[src/wss_pkg.sv]
// Package for the weighted stake selector.
// Holds port field widths, the request and status codes. No dependencies.
`default_nettype none

package wss_pkg;

	localparam int ID_W   = 16;
	localparam int WT_W   = 20;
	localparam int DRAW_W = 24;
	localparam int SUM_W  = 24;
	localparam int CNT_W  = 5;
	localparam int STAT_W = 3;

	typedef enum logic [1:0] {
		REQ_ADD    = 2'd0,
		REQ_REMOVE = 2'd1,
		REQ_SELECT = 2'd2,
		REQ_QUERY  = 2'd3
	} req_t;

	typedef enum logic [STAT_W-1:0] {
		ST_OK         = 3'd0,
		ST_BAD_WEIGHT = 3'd1,
		ST_DUPLICATE  = 3'd2,
		ST_NOT_FOUND  = 3'd3,
		ST_FULL       = 3'd4,
		ST_EMPTY      = 3'd5
	} status_t;

endpackage

`default_nettype wire

[src/weighted_stake_selector.sv]
// Weighted stake selector: ordered table of identifiers with positive weights.
// Requests arrive on in_valid/in_ready with req_type, entry_id, weight and
// random_draw; one result per request leaves on out_valid/out_ready with
// status, chosen_id, found_weight, total_weight and entry_count.
// Add appends an entry, remove deletes one and closes the gap, query looks an
// identifier up, and select walks cumulative weights to find the first entry
// whose running sum exceeds the draw.
// A request is taken only while the sequencer is idle. The table sits in one
// RAM with a registered read, and the sequencer walks it one entry per cycle;
// a remove adds a further pass over the entries behind the removed one.
// A finished result waits in the output register; the next request is already
// accepted while it waits, and if the receiver still stalls when that one
// completes, the sequencer holds it until the output register is free.
// Reset empties the table and clears the total; no clearing pass is needed,
// since only entries below the count are ever read.
// Depends on wss_pkg, wss_ram and wss_cmp_unit.
`default_nettype none

module weighted_stake_selector import wss_pkg::*; #(
	parameter int MAX_ENTRIES = 16,
	parameter int ID_BITS     = 16,
	parameter int WEIGHT_BITS = 20
) (
	input  wire logic              clk,
	input  wire logic              arst_n,
	input  wire logic              in_valid,
	output logic                   in_ready,
	input  wire logic [1:0]        req_type,
	input  wire logic [ID_W-1:0]   entry_id,
	input  wire logic [WT_W-1:0]   weight,
	input  wire logic [DRAW_W-1:0] random_draw,
	output logic                   out_valid,
	input  wire logic              out_ready,
	output logic [STAT_W-1:0]      status,
	output logic [ID_W-1:0]        chosen_id,
	output logic [WT_W-1:0]        found_weight,
	output logic [SUM_W-1:0]       total_weight,
	output logic [CNT_W-1:0]       entry_count
);

	localparam int IdW  = (ID_BITS < ID_W) ? ID_BITS : ID_W;
	localparam int WtW  = (WEIGHT_BITS < WT_W) ? WEIGHT_BITS : WT_W;
	localparam int CntW = $clog2(MAX_ENTRIES + 1);
	localparam int IdxW = $clog2(MAX_ENTRIES);
	localparam int RunW = WtW + CntW;
	localparam int EntW = IdW + WtW;

	typedef enum logic [1:0] {
		S_IDLE,
		S_SCAN,
		S_SHIFT,
		S_FINISH
	} state_t;

	state_t              state_q;
	req_t                req_q;
	logic [IdW-1:0]      id_q;
	logic [WtW-1:0]      w_q;
	logic [DRAW_W-1:0]   draw_q;
	logic [CntW-1:0]     count_q;
	logic [SUM_W-1:0]    sum_q;
	logic [CntW-1:0]     iss_q;
	logic                vld_s1;
	logic [CntW-1:0]     idx_s1;
	logic [RunW-1:0]     run_q;
	logic [EntW-1:0]     first_q;
	status_t             status_q;
	logic [ID_W-1:0]     chosen_q;
	logic [WT_W-1:0]     fw_q;
	logic                out_valid_q;
	logic [STAT_W-1:0]   out_status_q;
	logic [ID_W-1:0]     out_chosen_q;
	logic [WT_W-1:0]     out_fw_q;
	logic [SUM_W-1:0]    out_total_q;
	logic [CNT_W-1:0]    out_count_q;

	logic [EntW-1:0]     rd_data;
	logic [IdW-1:0]      rd_id;
	logic [WtW-1:0]      rd_wt;
	logic [IdW-1:0]      first_id;
	logic [WtW-1:0]      first_wt;
	logic                hit;
	logic [RunW-1:0]     run_next;
	logic                issue;
	logic                last;
	logic                full;
	logic                hit_now;
	logic                nohit_end;
	logic [CntW-1:0]     idx_prev;
	logic                ram_we;
	logic [IdxW-1:0]     ram_waddr;
	logic [EntW-1:0]     ram_wdata;

	assign rd_id    = rd_data[EntW-1:WtW];
	assign rd_wt    = rd_data[WtW-1:0];
	assign first_id = first_q[EntW-1:WtW];
	assign first_wt = first_q[WtW-1:0];

	wss_ram #(
		.WIDTH(EntW),
		.DEPTH(MAX_ENTRIES)
	) u_table (
		.clk  (clk),
		.we   (ram_we),
		.waddr(ram_waddr),
		.wdata(ram_wdata),
		.raddr(iss_q[IdxW-1:0]),
		.rdata(rd_data)
	);

	wss_cmp_unit #(
		.ID_BITS (IdW),
		.WT_BITS (WtW),
		.RUN_BITS(RunW)
	) u_cmp (
		.sel_mode(req_q == REQ_SELECT),
		.ent_id  (rd_id),
		.ent_wt  (rd_wt),
		.key_id  (id_q),
		.run     (run_q),
		.draw    (draw_q),
		.hit     (hit),
		.run_next(run_next)
	);

	always_comb begin
		issue     = (iss_q < count_q);
		last      = ((idx_s1 + CntW'(1)) == count_q);
		full      = (count_q == CntW'(MAX_ENTRIES));
		hit_now   = vld_s1 && hit;
		nohit_end = (count_q == '0) || (vld_s1 && !hit && last);
		idx_prev  = idx_s1 - CntW'(1);
		ram_we    = 1'b0;
		ram_waddr = idx_prev[IdxW-1:0];
		ram_wdata = rd_data;
		if (state_q == S_SCAN && !hit_now && nohit_end && req_q == REQ_ADD && !full) begin
			// A new entry goes to the end of the table.
			ram_we    = 1'b1;
			ram_waddr = count_q[IdxW-1:0];
			ram_wdata = {id_q, w_q};
		end else if (state_q == S_SHIFT && vld_s1) begin
			// Each entry behind the removed one moves down by one place.
			ram_we = 1'b1;
		end
	end

	always_ff @(posedge clk or negedge arst_n) begin
		if (!arst_n) begin
			state_q      <= S_IDLE;
			req_q        <= REQ_ADD;
			id_q         <= '0;
			w_q          <= '0;
			draw_q       <= '0;
			count_q      <= '0;
			sum_q        <= '0;
			iss_q        <= '0;
			vld_s1       <= 1'b0;
			idx_s1       <= '0;
			run_q        <= '0;
			first_q      <= '0;
			status_q     <= ST_OK;
			chosen_q     <= '0;
			fw_q         <= '0;
			out_valid_q  <= 1'b0;
			out_status_q <= '0;
			out_chosen_q <= '0;
			out_fw_q     <= '0;
			out_total_q  <= '0;
			out_count_q  <= '0;
		end else begin
			if (out_valid_q && out_ready) begin
				out_valid_q <= 1'b0;
			end
			case (state_q)
				S_IDLE: begin
					if (in_valid) begin
						req_q    <= req_t'(req_type);
						id_q     <= entry_id[IdW-1:0];
						w_q      <= weight[WtW-1:0];
						draw_q   <= random_draw;
						iss_q    <= '0;
						vld_s1   <= 1'b0;
						run_q    <= '0;
						status_q <= ST_OK;
						fw_q     <= '0;
						if (req_t'(req_type) == REQ_QUERY) begin
							chosen_q <= ID_W'(entry_id[IdW-1:0]);
						end else begin
							chosen_q <= '0;
						end
						if (req_t'(req_type) == REQ_ADD && weight[WtW-1:0] == '0) begin
							status_q <= ST_BAD_WEIGHT;
							state_q  <= S_FINISH;
						end else begin
							state_q <= S_SCAN;
						end
					end
				end
				S_SCAN: begin
					if (issue) begin
						iss_q  <= iss_q + CntW'(1);
						vld_s1 <= 1'b1;
						idx_s1 <= iss_q;
					end else begin
						vld_s1 <= 1'b0;
					end
					if (vld_s1) begin
						run_q <= run_next;
						if (idx_s1 == '0) begin
							first_q <= rd_data;
						end
					end
					if (hit_now) begin
						vld_s1  <= 1'b0;
						state_q <= S_FINISH;
						case (req_q)
							REQ_ADD: begin
								status_q <= ST_DUPLICATE;
							end
							REQ_REMOVE: begin
								sum_q <= sum_q - SUM_W'(rd_wt);
								if (last) begin
									count_q <= count_q - CntW'(1);
								end else begin
									iss_q   <= idx_s1 + CntW'(1);
									state_q <= S_SHIFT;
								end
							end
							REQ_SELECT: begin
								chosen_q <= ID_W'(rd_id);
								fw_q     <= WT_W'(rd_wt);
							end
							REQ_QUERY: begin
								fw_q <= WT_W'(rd_wt);
							end
							default: begin
								status_q <= ST_OK;
							end
						endcase
					end else if (nohit_end) begin
						vld_s1  <= 1'b0;
						state_q <= S_FINISH;
						case (req_q)
							REQ_ADD: begin
								if (full) begin
									status_q <= ST_FULL;
								end else begin
									count_q <= count_q + CntW'(1);
									sum_q   <= sum_q + SUM_W'(w_q);
								end
							end
							REQ_SELECT: begin
								if (count_q == '0) begin
									status_q <= ST_EMPTY;
								end else if (idx_s1 == '0) begin
									// A draw at or past the total falls back to the first entry.
									chosen_q <= ID_W'(rd_id);
									fw_q     <= WT_W'(rd_wt);
								end else begin
									chosen_q <= ID_W'(first_id);
									fw_q     <= WT_W'(first_wt);
								end
							end
							default: begin
								status_q <= ST_NOT_FOUND;
							end
						endcase
					end
				end
				S_SHIFT: begin
					if (issue) begin
						iss_q  <= iss_q + CntW'(1);
						vld_s1 <= 1'b1;
						idx_s1 <= iss_q;
					end else begin
						vld_s1 <= 1'b0;
					end
					if (vld_s1 && last) begin
						vld_s1  <= 1'b0;
						count_q <= count_q - CntW'(1);
						state_q <= S_FINISH;
					end
				end
				S_FINISH: begin
					if (!out_valid_q || out_ready) begin
						out_valid_q  <= 1'b1;
						out_status_q <= status_q;
						out_chosen_q <= chosen_q;
						out_fw_q     <= fw_q;
						out_total_q  <= sum_q;
						out_count_q  <= CNT_W'(count_q);
						state_q      <= S_IDLE;
					end
				end
				default: begin
					state_q <= S_IDLE;
				end
			endcase
		end
	end

	assign in_ready     = (state_q == S_IDLE);
	assign out_valid    = out_valid_q;
	assign status       = out_status_q;
	assign chosen_id    = out_chosen_q;
	assign found_weight = out_fw_q;
	assign total_weight = out_total_q;
	assign entry_count  = out_count_q;

endmodule

`default_nettype wire

[src/wss_ram.sv]
// Generic single write port, single read port RAM with registered read data.
// No dependencies.
`default_nettype none

module wss_ram #(
	parameter int WIDTH = 36,
	parameter int DEPTH = 16
) (
	input  wire logic                     clk,
	input  wire logic                     we,
	input  wire logic [$clog2(DEPTH)-1:0] waddr,
	input  wire logic [WIDTH-1:0]         wdata,
	input  wire logic [$clog2(DEPTH)-1:0] raddr,
	output logic      [WIDTH-1:0]         rdata
);

	logic [WIDTH-1:0] mem_q [DEPTH];

	always_ff @(posedge clk) begin
		if (we) begin
			mem_q[waddr] <= wdata;
		end
		rdata <= mem_q[raddr];
	end

endmodule

`default_nettype wire

[src/wss_cmp_unit.sv]
// Shared compare unit: identifier match, or running-sum update and draw compare.
// Depends on wss_pkg.
`default_nettype none

module wss_cmp_unit import wss_pkg::*; #(
	parameter int ID_BITS  = 16,
	parameter int WT_BITS  = 20,
	parameter int RUN_BITS = 25
) (
	input  wire logic                sel_mode,
	input  wire logic [ID_BITS-1:0]  ent_id,
	input  wire logic [WT_BITS-1:0]  ent_wt,
	input  wire logic [ID_BITS-1:0]  key_id,
	input  wire logic [RUN_BITS-1:0] run,
	input  wire logic [DRAW_W-1:0]   draw,
	output logic                     hit,
	output logic      [RUN_BITS-1:0] run_next
);

	localparam int CmpW = (RUN_BITS > DRAW_W) ? RUN_BITS : DRAW_W;

	always_comb begin
		run_next = run + RUN_BITS'(ent_wt);
		if (sel_mode) begin
			hit = (CmpW'(draw) < CmpW'(run_next));
		end else begin
			hit = (ent_id == key_id);
		end
	end

endmodule

`default_nettype wire

[config.mk]
export PLATFORM = sky130hd
export DESIGN_NAME = weighted_stake_selector
export DESIGN_NICKNAME = d
export VERILOG_FILES = /design/src/wss_pkg.sv /design/src/weighted_stake_selector.sv /design/src/wss_ram.sv /design/src/wss_cmp_unit.sv
export SDC_FILE = /design/constraint.sdc
export NUM_CORES = 1
export LEC_CHECK = 0
export ABC_AREA = 1
export BUFFER_PORTS_ARGS = -buffer_cell sky130_fd_sc_hd__buf_2
export CORE_MARGIN = 4
export CORE_UTILIZATION = 50
export CTS_CLUSTER_SIZE = 28
export DETAILED_ROUTE_END_ITERATION = 7
export PLACE_DENSITY = 0.69
export SLEW_MARGIN = 15
export SYNTH_ARGS = -nofsm -noshare
export SYNTH_HDL_FRONTEND = slang
export SYNTH_SLANG_ARGS = --single-unit
[constraint.sdc]
create_clock -name clk -period 6.1 [get_ports clk]
set_clock_uncertainty 0.2 [all_clocks]
set_input_delay 0.305 -clock clk [delete_from_list [all_inputs] [get_ports clk]]
set_output_delay 0.305 -clock clk [all_outputs]
set_load 0.005 [all_outputs]
# After elaboration in Yosys (flattened, before gate mapping)
# Memory sizes are Yosys's and may differ from the RTL's. A register that Yosys moved wholly into a read port is not among the register bits.
# Cells that the tools add are included.
dict set report word_totals {
  register_bits 273
  ram_bits 576
  elab_cells 175
  mem_count 1
}
# memory words width rd rd_clocked_by_memory_dff wr line
set mem_list {}
lappend mem_list {u_table.mem_q 16 36 1 1 1 wss_ram.sv:17} ;# logic [WIDTH-1:0] mem_q [DEPTH];
dict set report classes {
  order_cmp 2
  n_reduce_logical 42
  n_eq_ne 28
  n_addsub 8
  n_mux 73
}
# cell count
set ops {}
lappend ops {{$mux W20} 7}
lappend ops {{$mux W16} 8}
lappend ops {{$mux W24} 5}
lappend ops {{$mux W5} 12}
lappend ops {{$mux W25} 2}
lappend ops {{$pmux W25 S2} 1}
lappend ops {{$pmux W20 S2} 1}
lappend ops {{$mux W36} 1}
lappend ops {{$pmux W16 S2} 1}
lappend ops {{$add A25 B20 Y25} 1}
lappend ops {{$lt A24 B25 Y1} 1}
lappend ops {{$add A24 B20 Y24} 1}
lappend ops {{$sub A24 B20 Y24} 1}
lappend ops {{$logic_not A20 Y1} 1}
lappend ops {{$mux W3} 6}
lappend ops {{$eq A16 B16 Y1} 1}
lappend ops {{$mux W1} 16}
lappend ops {{$add A5 B1 Y5 const B} 3}
lappend ops {{$ne A3 B3 Y1 const B} 5}
lappend ops {{$pmux W5 S3} 1}
lappend ops {{$mux W2} 6}
lappend ops {{$ne A3 B2 Y1 const B} 4}
lappend ops {{$pmux W3 S2} 2}
lappend ops {{$reduce_and A6 Y1} 2}
lappend ops {{27 further kinds} 64}

# Longest topological paths before layout
# Gate-level depths: netlist (run 1).
dict set report depth {
  ltp_word 13
  mapped_depth 45
}

# Hierarchy
# From an unflattened synthesis (run 1), not the netlist that was laid out.
dict set report hier_totals {
  hier_cells 4429
  hier_area_um2 42090.4
}
# mod seq_area_each_um2 instances cells_per_inst area_each_um2
set by_module_without_submodules {}
lappend by_module_without_submodules {wss_ram 18017.3 1 2379 25507.0}
lappend by_module_without_submodules {weighted_stake_selector 6831.6 1 1730 14536.4}
lappend by_module_without_submodules {wss_cmp_unit 0.0 1 320 2047.0}

# Worst setup path after synthesis (run 1)
# Ideal clock, no wire load.
dict set report synth_timing {
  path_kind {reg-to-reg}
  start {register run_q[0]}
  end {memory u_table.mem_q[0][0], enable pin}
  path_buffers 1
  period_less_slack_ns 6.084
  arrival_time_ns 5.455
  setup_slack_ns 0.016
  path_stages_with_launch 35
  cell_sequence {dfrtp_1 ha_1 fa_1 nand3_1 nand2_1 nand2_1 nand2_2 a21oi_1 inv_1 a21oi_1 inv_1 nand4_1 nand2_1 nand3_1 nand2_1 xor2_1 ha_1 nand2_1 nor2_1 a211oi_1 nand2_1 nand2_1 nand2_1 nand2_1 nand2_1 nand2_2 nand3_4 nand2_4 nor2_4 nand2_2 buf_2 nand2_1 nand2_1 nand3_1 nor2_1}
}
dict set report synth_between {
  elab_chain_len 13
  word_cells_on_any_way 17
  classes_between {1 x add/sub; 1 x order compare; 5 x mux; 10 x reduce/logical}
}
# element line
set synth_lines {}
lappend synth_lines {{start, declared} weighted_stake_selector.sv:65} ;# logic [RunW-1:0] run_q;
lappend synth_lines {{start signal, assigned} weighted_stake_selector.sv:208} ;# run_q <= run_next;
lappend synth_lines {{$add A25 B20 Y25 (*)} wss_cmp_unit.sv:23} ;# run_next = run + RUN_BITS'(ent_wt);
lappend synth_lines {{$lt A24 B25 Y1 (*)} wss_cmp_unit.sv:25} ;# hit = (CmpW'(draw) < CmpW'(run_next));
lappend synth_lines {{$mux W1 (*)} wss_cmp_unit.sv:24} ;# if (sel_mode) begin
lappend synth_lines {{$logic_not A1 Y1} weighted_stake_selector.sv:131} ;# nohit_end = (count_q == '0) || (vld_s1 && !hit && last);
lappend synth_lines {{$logic_and A1 B1 Y1 (2 in series)} weighted_stake_selector.sv:131}
lappend synth_lines {{$logic_or A1 B1 Y1} weighted_stake_selector.sv:131}
lappend synth_lines {{$logic_and A1 B1 Y1 (*) (3 in series)} weighted_stake_selector.sv:136} ;# if (state_q == S_SCAN && !hit_now && nohit_end && req_q == REQ_ADD && !full) begin
lappend synth_lines {{$mux W1} weighted_stake_selector.sv:136}
lappend synth_lines {{$mux W1} wss_ram.sv:20} ;# if (we) begin
lappend synth_lines {{$mux W1 (not written as such)} wss_ram.sv:21} ;# mem_q[waddr] <= wdata;
lappend synth_lines {{end, declared} wss_ram.sv:17}
# Every way passes the cells marked *; elsewhere a longest branch is shown, timed or not.

# Worst setup path in the final report (run 1)
dict set report layout_timing {
  start {register run_q[0]}
  end {register sum_q[21]}
}
dict set report layout_between {
  elab_chain_len 9
  word_cells_on_any_way 14
  classes_between {1 x add/sub; 1 x order compare; 2 x eq/ne; 2 x mux; 8 x reduce/logical}
}
# element line
set layout_lines {}
lappend layout_lines {{$add A25 B20 Y25 (*)} wss_cmp_unit.sv:23}
lappend layout_lines {{$lt A24 B25 Y1 (*)} wss_cmp_unit.sv:25}
lappend layout_lines {{$mux W1 (*)} wss_cmp_unit.sv:24}
lappend layout_lines {{$logic_not A1 Y1} weighted_stake_selector.sv:131}
lappend layout_lines {{$logic_and A1 B1 Y1 (2 in series)} weighted_stake_selector.sv:131}
lappend layout_lines {{$logic_or A1 B1 Y1} weighted_stake_selector.sv:131}
lappend layout_lines {{$reduce_bool A2 Y1 (no source line)} -}
lappend layout_lines {{$reduce_and A5 Y1 (no source line)} -}
lappend layout_lines {{end signal, assigned} weighted_stake_selector.sv:221} ;# sum_q <= sum_q - SUM_W'(rd_wt);
lappend layout_lines {{end signal, assigned} weighted_stake_selector.sv:249} ;# sum_q <= sum_q + SUM_W'(w_q);
lappend layout_lines {{end, declared} weighted_stake_selector.sv:61} ;# logic [SUM_W-1:0] sum_q;
# Marked as above.
# A chain may end at the register's enable or synchronous reset.

==> results of run 1 <==
==> cell usage after synthesis (3+ instances only) <==
cell / number
sky130_fd_sc_hd__clkbuf_1: 146
sky130_fd_sc_hd__o22ai_1: 93
sky130_fd_sc_hd__a21oi_1: 103
sky130_fd_sc_hd__edfxtp_1: 576
sky130_fd_sc_hd__a211oi_1: 3
sky130_fd_sc_hd__dfxtp_1: 36
sky130_fd_sc_hd__a31oi_1: 12
sky130_fd_sc_hd__nand2_1: 530
sky130_fd_sc_hd__o21ai_0: 536
sky130_fd_sc_hd__nand2_2: 5
sky130_fd_sc_hd__inv_2: 4
sky130_fd_sc_hd__o21bai_1: 5
sky130_fd_sc_hd__buf_4: 5
sky130_fd_sc_hd__buf_2: 18
sky130_fd_sc_hd__nor4_1: 7
sky130_fd_sc_hd__a21o_1: 4
sky130_fd_sc_hd__buf_1: 18
sky130_fd_sc_hd__o21ai_1: 7
sky130_fd_sc_hd__xor2_1: 64
sky130_fd_sc_hd__o211ai_1: 18
sky130_fd_sc_hd__o2111ai_1: 3
sky130_fd_sc_hd__ha_1: 82
sky130_fd_sc_hd__nor2_2: 3
sky130_fd_sc_hd__nand3_1: 144
sky130_fd_sc_hd__inv_1: 178
sky130_fd_sc_hd__nor2_1: 422
sky130_fd_sc_hd__xnor2_1: 15
sky130_fd_sc_hd__o221ai_1: 60
sky130_fd_sc_hd__dfrtp_1: 273
sky130_fd_sc_hd__nor3_1: 12
sky130_fd_sc_hd__nand4_1: 13
sky130_fd_sc_hd__o21a_1: 4
sky130_fd_sc_hd__mux2_2: 78
==> registers in the layout (all words and copies together) (netlist names), 20 cells and up <==
name,flops
u_table.mem_q,576
w_q,20
first_q,36
run_q,25
sum_q,24
draw_q,24
fw_q,20
total_weight,24
found_weight,20
u_table.rdata,36
==> metal layers <==
metal / vias to the layer above / part of all wire, %
met3: 160 / 8.1
li1: 12830 / -
met1: 13350 / 43
met4: 0 / 2.9
met5: - / 0
met2: 1171 / 46
==> worst min path at each step <==
| stage | startpoint | end | slack, ps | cells after the start |
|---|---|---|---|---|
| final | arst_n | total_weight[5] | 4 | 2 |
| after global routing | arst_n | total_weight[5] | 50 | 2 |
| after CTS | arst_n | total_weight[7] | 3 | 2 |
| after detailed placement | arst_n | total_weight[7] | 90 | 1 |
| after global placement | arst_n | total_weight[7] | 90 | 1 |
| after floorplan | arst_n | chosen_id[0] | -190 | 0 |
==> critical path, delay by kind of cell, from the launching register on <==
family,cells,cell delay (ps)
adder cells (fa/ha/maj),4,1180
flip-flops,1,400
XOR/XNOR,2,330
AND/OR/NAND/NOR,19,1490
buffers and inverters,5,640
AO/OA/AOI/OAI,10,1480
==> stage by stage <==
step                setup TNS, ps  cell area, µm²  total power [mW]  worst slack [ps]
floorplan                       0           38360             12.92             16.12
global placement                0           40870             15.10             98.26
detailed placement         -196.8           40870             15.23            -66.02
CTS                         -1603           44240             20.42            -33.75
global route               -696.7           44710             22.13            -192.5
finish                          0           44710             20.82             180.7
==> kinds of logic (layout without fill, tap and decap cells) <==
family                     after synthesis  after routing  synth area share [%]
adders and majority gates               84             84                 2.779
other                                    0              1                     0
DFF                                    885            885                 64.77
buffers and inverters                  373            672                 3.796
muxes                                   78             78                 2.289
AOI/OAI and AO/OA                      853            853                 12.35
and+or+nand+nor                       1149           1149                 12.17
xor gates and xnor gates                80             80                 1.846
==> final cells by class <==
type | instances | share of cell area, %
Tap cell | 1030 | 2.883
Clock inverter | 30 | 0.6269
Multi-Input combinational cell | 2244 | 27.95
Sequential cell | 885 | 55.60
Clock buffer | 123 | 5.407
Inverter | 184 | 1.559
Timing Repair Buffer | 335 | 5.964
Antenna cell | 1 | 0.005598
==> layout by cell type, fill, tap and decap left out, types with 93 or more instances in the layout <==
master / count
sky130_fd_sc_hd__nor2_1: 404
sky130_fd_sc_hd__nand2_1: 515
sky130_fd_sc_hd__inv_1: 174
sky130_fd_sc_hd__dfrtp_1: 270
sky130_fd_sc_hd__o22ai_1: 93
sky130_fd_sc_hd__buf_4: 111
sky130_fd_sc_hd__edfxtp_1: 576
sky130_fd_sc_hd__buf_2: 134
sky130_fd_sc_hd__o21ai_0: 515
sky130_fd_sc_hd__nand3_1: 136
==> power by group <==
part | leakage (nW) | internal (mW) | switching, mW
clock network | 1.31 | 2.93 | 2.19
logic | 7.49 | 2.66 | 4.81
registers | 8.99 | 7.58 | 0.645
==> repair_timing <==
item | 4_1_cts | 5_1_grt
gates cloned | 0 | 3
endpoints found under the setup margin | 70 | 703
resized for setup | 11 | 79
pin swaps | 2 | 29
buffers inserted | 0 | 18
endpoints found under the hold margin | 146 | 0
hold buffers | 64 | 0
==> Implementation_results.wiki, run 1 <==
{| class="wikitable"
! Metric !! Value
|-
| Yosys cell types || 51
|-
| CTS max path bufs || 3
|-
| Final-stage net count || 3,885
|-
| Post-synthesis average cell area || 10.95 µm²
|-
| Cell count after placement || 4,593
|-
| WL per Instance || 20.57 µm
|-
| Number of warnings printed during yosys synthesis || 0
|-
| Input/output buffers || 135
|-
| Filler Cells Inserted || 6,047
|-
| Hold Vio Cnt, Final || 0
|-
| Part of the Yosys area used for sequential elements || 64.77%
|-
| DP Wirelength || 59.34 mm
|-
| CTS clock-pin slew for the worst setup and hold paths || 60 ps
|-
| Post-synth design cell area || 38,360 µm²
|-
| Worst EP arrival || 6170 ps
|-
| Global routing usage on met2 || 38.18%
|-
| Largest vdd supply drop || 0.0002346 V
|-
| Unrepaired setup endpoints after global routing || true
|-
| Period minus WS final || 5919 ps
|-
| Max-slew violations || 0
|-
| Post-detailed-routing wire length || 99.39 mm
|-
| Critical-path top delay cell || sky130_fd_sc_hd__dfrtp_1
|-
| Vertical die dimension || 285 µm
|-
| Core utilization of the finished layout || 58.86%
|-
| Critical path class || reg -> reg
|-
| DR DRC count || 0
|-
| Post-Synthesis Net Count || 3,652
|-
| Met1 Use GR || 34.63%
|-
| Area Growth Syn to Fin || 16.53%
|-
| Number of search-and-repair iterations in the first detailed-routing pass || 6
|-
| Leading area contributor after synthesis || sky130_fd_sc_hd__edfxtp_1
|-
| Final instance count without filler cells || 4,832
|-
| Reg-to-Reg Start || run_q[0]
|-
| Area share of the leading cell type in the synthesized netlist || 45.09%
|-
| Sequential cell area || 24,860 µm²
|-
| Final Cycle Share || 97.04%
|-
| FF+latch count, synth || 885
|-
| Worst setup SP type || flop
|-
| Detailed-route via count || 27,500
|-
| Max-slew headroom || 22.67%
|-
| Critical path peak fanout || 8
|-
| Fraction of registers with async set/reset || 30.85%
|-
| Detail Route Antenna Nets || 0
|-
| R2R Setup Slk || 180 ps
|-
| Path class of the lowest-slack min-delay path || in -> async
|-
| Final RePlAce weighted congestion || 0.9191
|-
| Insertion delay of the later-clocked pin in the worst-skew pair || 640 ps
|-
| Number of clock buffers inserted by TritonCTS || 85
|-
| Synth area leaders || sky130_fd_sc_hd__edfxtp_1 (45%), sky130_fd_sc_hd__dfrtp_1 (18%), sky130_fd_sc_hd__o21ai_0 (7.0%), sky130_fd_sc_hd__nand2_1 (5.2%), sky130_fd_sc_hd__nor2_1 (4.1%)
|-
| Maximum Capacitance Violations || 0
|-
| Depth of the worst register-to-register path || 40
|-
| Core Area || 75,950 µm²
|-
| Sinks on the clock net || 885
|-
| Pin count of the biggest net entering global routing || 138
|-
| Number of antenna violations at the first check in global routing || 3
|-
| Static leakage || 17.79 nW
|-
| CP Capture Point || sum_q[21]
|-
| Met3 layer usage reported by global route || 3.301%
|-
| Vias in the first global route || 26,200
|-
| Initial core utilization || 50.51%
|-
| Transition time at the pin with the least slew margin || 1160 ps
|-
| Count of routing violations after the opening detailed-route iteration || 2,728
|-
| Smallest hold slack || 4.099 ps
|-
| Required @ worst endpoint || 6350 ps
|-
| Multi-input combinational cell area || 12,500 µm²
|-
| Most frequent cell on the critical path || sky130_fd_sc_hd__nand2_1
|-
| Type of destination of the critical path || flop
|-
| Post-synthesis cell count || 3,502
|-
| Total overflow reported by the global router || 0
|-
| Global-route wire length before repair || 153.3 mm
|-
| Grt peak-use layer || met2
|-
| Fraction of layout cells with a size suffix above 1 || 15.31%
|-
| Count of H-tree levels built during CTS || 3
|-
| Std-Cell Rows || 101
|-
| Die ar. || 81,230 µm²
|-
| TritonCTS clock tree || done
|-
| Peak clock frequency supported by timing || 0.1689 GHz
|-
| Global routing usage summed across all routing layers || 24.00%
|-
| Number of primary I/O pins || 136
|-
| Outcome || finished clean
|-
| EDFF count, synth || 576
|-
| Total power density per cell area || 465.8 nW/µm²
|-
| Worst setup path startpoint || run_q[0]
|-
| Setup violation total in the final timing report || 0
|-
| Overall die width || 285 µm
|-
| Most common flop cell mapped by yosys || sky130_fd_sc_hd__edfxtp_1
|-
| Critical register-to-register path endpoint || sum_q[21]
|-
| Delay contributed by the slowest stage of the critical path || 400 ps
|-
| Master cell of the clock root buffer || sky130_fd_sc_hd__clkbuf_16
|-
| Via density per instance || 5.692
|}
No activity file was read; power rests on OpenSTA's default activity.
==> inputs of run 2 (changes only) <==
Settings changed: CELL_PAD_IN_SITES_DETAIL_PLACEMENT set to 1, CELL_PAD_IN_SITES_GLOBAL_PLACEMENT set to 1, CORE_UTILIZATION 50 to 45, PLACE_DENSITY 0.69 to not set, PLACE_DENSITY_LB_ADDON set to 0.1.
==> run 2 against run 1 <==
  * Maximum frequency shrank 0.39%
  * Hold slack improved by 27 ps
  * Critical path depth grew 2
  * Power up 4.7%
  * Largest power group unchanged
  * Highest routed layer is now met5
  * Die area is 11% higher
==> Implementation_results.wiki, run 2 (synthesized netlist as in run 1, its figures left out) <==
{| class="wikitable"
! Metric !! Value
|-
| TritonCTS clock tree || done
|-
| Largest vdd supply drop || 0.0002577 V (+9.8%)
|-
| Worst setup path startpoint || run_q[0]
|-
| Most common library cell in the layout ignoring fill and taps || sky130_fd_sc_hd__edfxtp_1
|-
| Max-slew violations || 0 (unchanged)
|-
| Number of primary I/O pins || 136 (unchanged)
|-
| Smallest hold slack || 31.25 ps (+27.15 ps)
|-
| Global routing usage summed across all routing layers || 26.18% (+2.2 points)
|-
| Vias in the first global route || 29,530 (+13%)
|-
| Area Growth Syn to Fin || 18.19%
|-
| Critical path peak fanout || 5 (-3)
|-
| Pin count of the biggest net entering global routing || 133 (-3.6%)
|-
| Commonest cells after routing, fill and taps aside || sky130_fd_sc_hd__edfxtp_1 (576), sky130_fd_sc_hd__nand2_1 (517), sky130_fd_sc_hd__o21ai_0 (513), sky130_fd_sc_hd__nor2_1 (403), sky130_fd_sc_hd__dfrtp_1 (270)
|-
| Hold Vio Cnt, Final || 0 (unchanged)
|-
| Transition time at the pin with the least slew margin || 1213 ps (+53.50 ps)
|-
| Total overflow reported by the global router || 0 (unchanged)
|-
| Die ar. || 89,990 µm² (+11%)
|-
| Final-stage net count || 3,911 (+0.67%)
|-
| Critical path class || reg -> reg
|-
| Required @ worst endpoint || 6470 ps (+120 ps)
|-
| Global-route wire length before repair || 181.2 mm (+18%)
|-
| Number of search-and-repair iterations in the first detailed-routing pass || 5 (-1)
|-
| DP Wirelength || 74.48 mm (+25%)
|-
| Largest Register || u_table.mem_q
|-
| Std-Cell Rows || 106 (+5.0%)
|-
| Peak clock frequency supported by timing || 0.1683 GHz (-0.39%)
|-
| Insertion delay of the later-clocked pin in the worst-skew pair || 650 ps (about the same)
|-
| Overall die width || 300.0 µm (+5.3%)
|-
| Outcome || finished clean
|-
| Worst setup SP type || flop
|-
| Design Power || 21.81 mW (+4.7%)
|-
| Reg-to-Reg Start || run_q[0]
|-
| Number of clock buffers inserted by TritonCTS || 93 (+9.4%)
|-
| Period minus WS final || 5943 ps (+23.20 ps)
|-
| Final Cycle Share || 97.42% (+0.38 points)
|-
| Maximum Capacitance Violations || 0 (unchanged)
|-
| Via density per instance || 5.696 (about the same)
|-
| Worst EP arrival || 6310 ps (+140 ps)
|-
| Critical register-to-register path endpoint || sum_q[22]
|-
| Final TNS setup || 0 ps (unchanged)
|-
| Fraction of layout cells with a size suffix above 1 || 16.06% (+0.75 points)
|-
| Number of antenna violations at the first check in global routing || 9 (+6)
|-
| Largest registers || u_table.mem_q x576, first_q x36, u_table.rdata x36
|-
| Placed Area || 41,220 µm² (+0.87%)
|-
| R2R Setup Slk || 160 ps (-20 ps)
|-
| Core Area || 84,090 µm² (+11%)
|-
| Count of H-tree levels built during CTS || 3 (unchanged)
|-
| Unrepaired setup endpoints after global routing || true
|-
| Detailed-route via count || 28,310 (+2.9%)
|-
| Final RePlAce weighted congestion || 0.9247 (+0.61%)
|-
| CTS clock-pin slew for the worst setup and hold paths || 60 ps (about the same)
|-
| DR DRC count || 0 (unchanged)
|-
| Post-detailed-routing wire length || 119.1 mm (+20%)
|-
| CP Capture Point || sum_q[22]
|-
| Initial core utilization || 45.63% (-4.9 points)
|-
| Max-slew headroom || 19.11% (-3.6 points)
|-
| Vertical die dimension || 300.0 µm (+5.3%)
|-
| Sinks on the clock net || 885 (unchanged)
|-
| Fin area || 45,340 µm² (+1.4%)
|-
| Type of destination of the critical path || flop
|-
| Total power density per cell area || 480.9 nW/µm² (+3.3%)
|-
| Count of routing violations after the opening detailed-route iteration || 2,533 (-7.1%)
|-
| WL per Instance || 23.97 µm (+17%)
|-
| Depth of the worst register-to-register path || 42 (+5.0%)
|-
| Path class of the lowest-slack min-delay path || in -> async
|-
| Most frequent cell on the critical path || sky130_fd_sc_hd__nand2_2
|-
| Setup violation total in the final timing report || 0 (unchanged)
|-
| Number of flip-flops in the largest register || 576 (unchanged)
|-
| Master cell of the clock root buffer || sky130_fd_sc_hd__clkbuf_16
|-
| Detail Route Antenna Nets || 0 (unchanged)
|-
| Delay contributed by the slowest stage of the critical path || 390 ps (about the same)
|-
| Input/output buffers || 135 (unchanged)
|-
| Filler Cells Inserted || 8,933 (+48%)
|-
| CTS max path bufs || 3 (unchanged)
|-
| Static leakage || 18.01 nW (+1.2%)
|-
| Critical-path top delay cell || sky130_fd_sc_hd__fa_2
|}
==> run 2: cell types whose count changed in the layout (fill, tap and decap cells not counted), sizes merged <==
| cell | delta |
|---|---|
| buf | +21 |
| clkbuf | +7 |
| clkinv | +5 |
| bufinv | +2 |
| diode | +1 |
| inv | -1 |
==> run 2: worst min-delay path by stage <==
stage / end / start / slack [ps] / cells past startpoint
6_report: total_weight[9] / arst_n / 30 / 2
5_1_grt: total_weight[6] / arst_n / 80 / 2
4_1_cts: total_weight[9] / arst_n / 40 / 2
3_5_place_dp: total_weight[9] / arst_n / 150 / 1
3_3_place_gp: total_weight[9] / arst_n / 130 / 1
2_1_floorplan: chosen_id[0] / arst_n / -190 / 0
==> run 2: routing by layer <==
metal | vias up | wire length (µm) | global-route usage, %
met4 | 4 | 3492 | 7.859
met1 | 14440 | 52850 | 36.73
li1 | 12870 | - | -
met3 | 197 | 6719 | 3.668
met5 | - | 26 | 0
met2 | 805 | 56040 | 42.77
==> run 2: repair_timing <==
action / 4_1_cts / 5_1_grt
resized for setup: 11 / 84
hold buffers: 64 / 0
pin swaps: 1 / 50
setup endpoints to repair: 6 / 592
setup buffers: 2 / 13
hold endpoints to repair: 156 / 0
==> run 2: critical path, delay by kind of cell, from the launching register on <==
family | cells | cell delay, ps
AO/OA/AOI/OAI | 12 | 1760
AND/OR/NAND/NOR | 20 | 1600
adder cells (fa/ha/maj) | 4 | 1250
flip-flops | 1 | 380
buffers and inverters | 4 | 360
XOR/XNOR | 2 | 320
==> run 2: cell type report <==
type                       count  area [µm²]  area share [%]
sequential                   885       24860           54.83
timing repair buffer         353        2814           6.206
multi-input combinational   2244       12540           27.66
clock inverter                36       416.7          0.9189
clock buffer                 133        2590           5.712
antenna                        2       5.005         0.01104
inverter                     184       696.9           1.537
tap                         1134        1419           3.129
==> run 2: power breakdown <==
part	total, mW	switching, mW	internal (mW)
clock	5.60	2.37	3.22
sequential	8.36	0.779	7.58
combinational	7.85	5.09	2.76
total	21.8	8.24	13.6
==> run 2: through the flow <==
stage	instances	worst slack, ps	util, %
after global placement	4720	-43.18	49.02
after floorplan	3502	16.12	-
after CTS	4955	2.685	53.41
after global routing	4970	-311.4	53.92
after detailed placement	4720	-189.1	49.02
final	4971	157.5	53.92
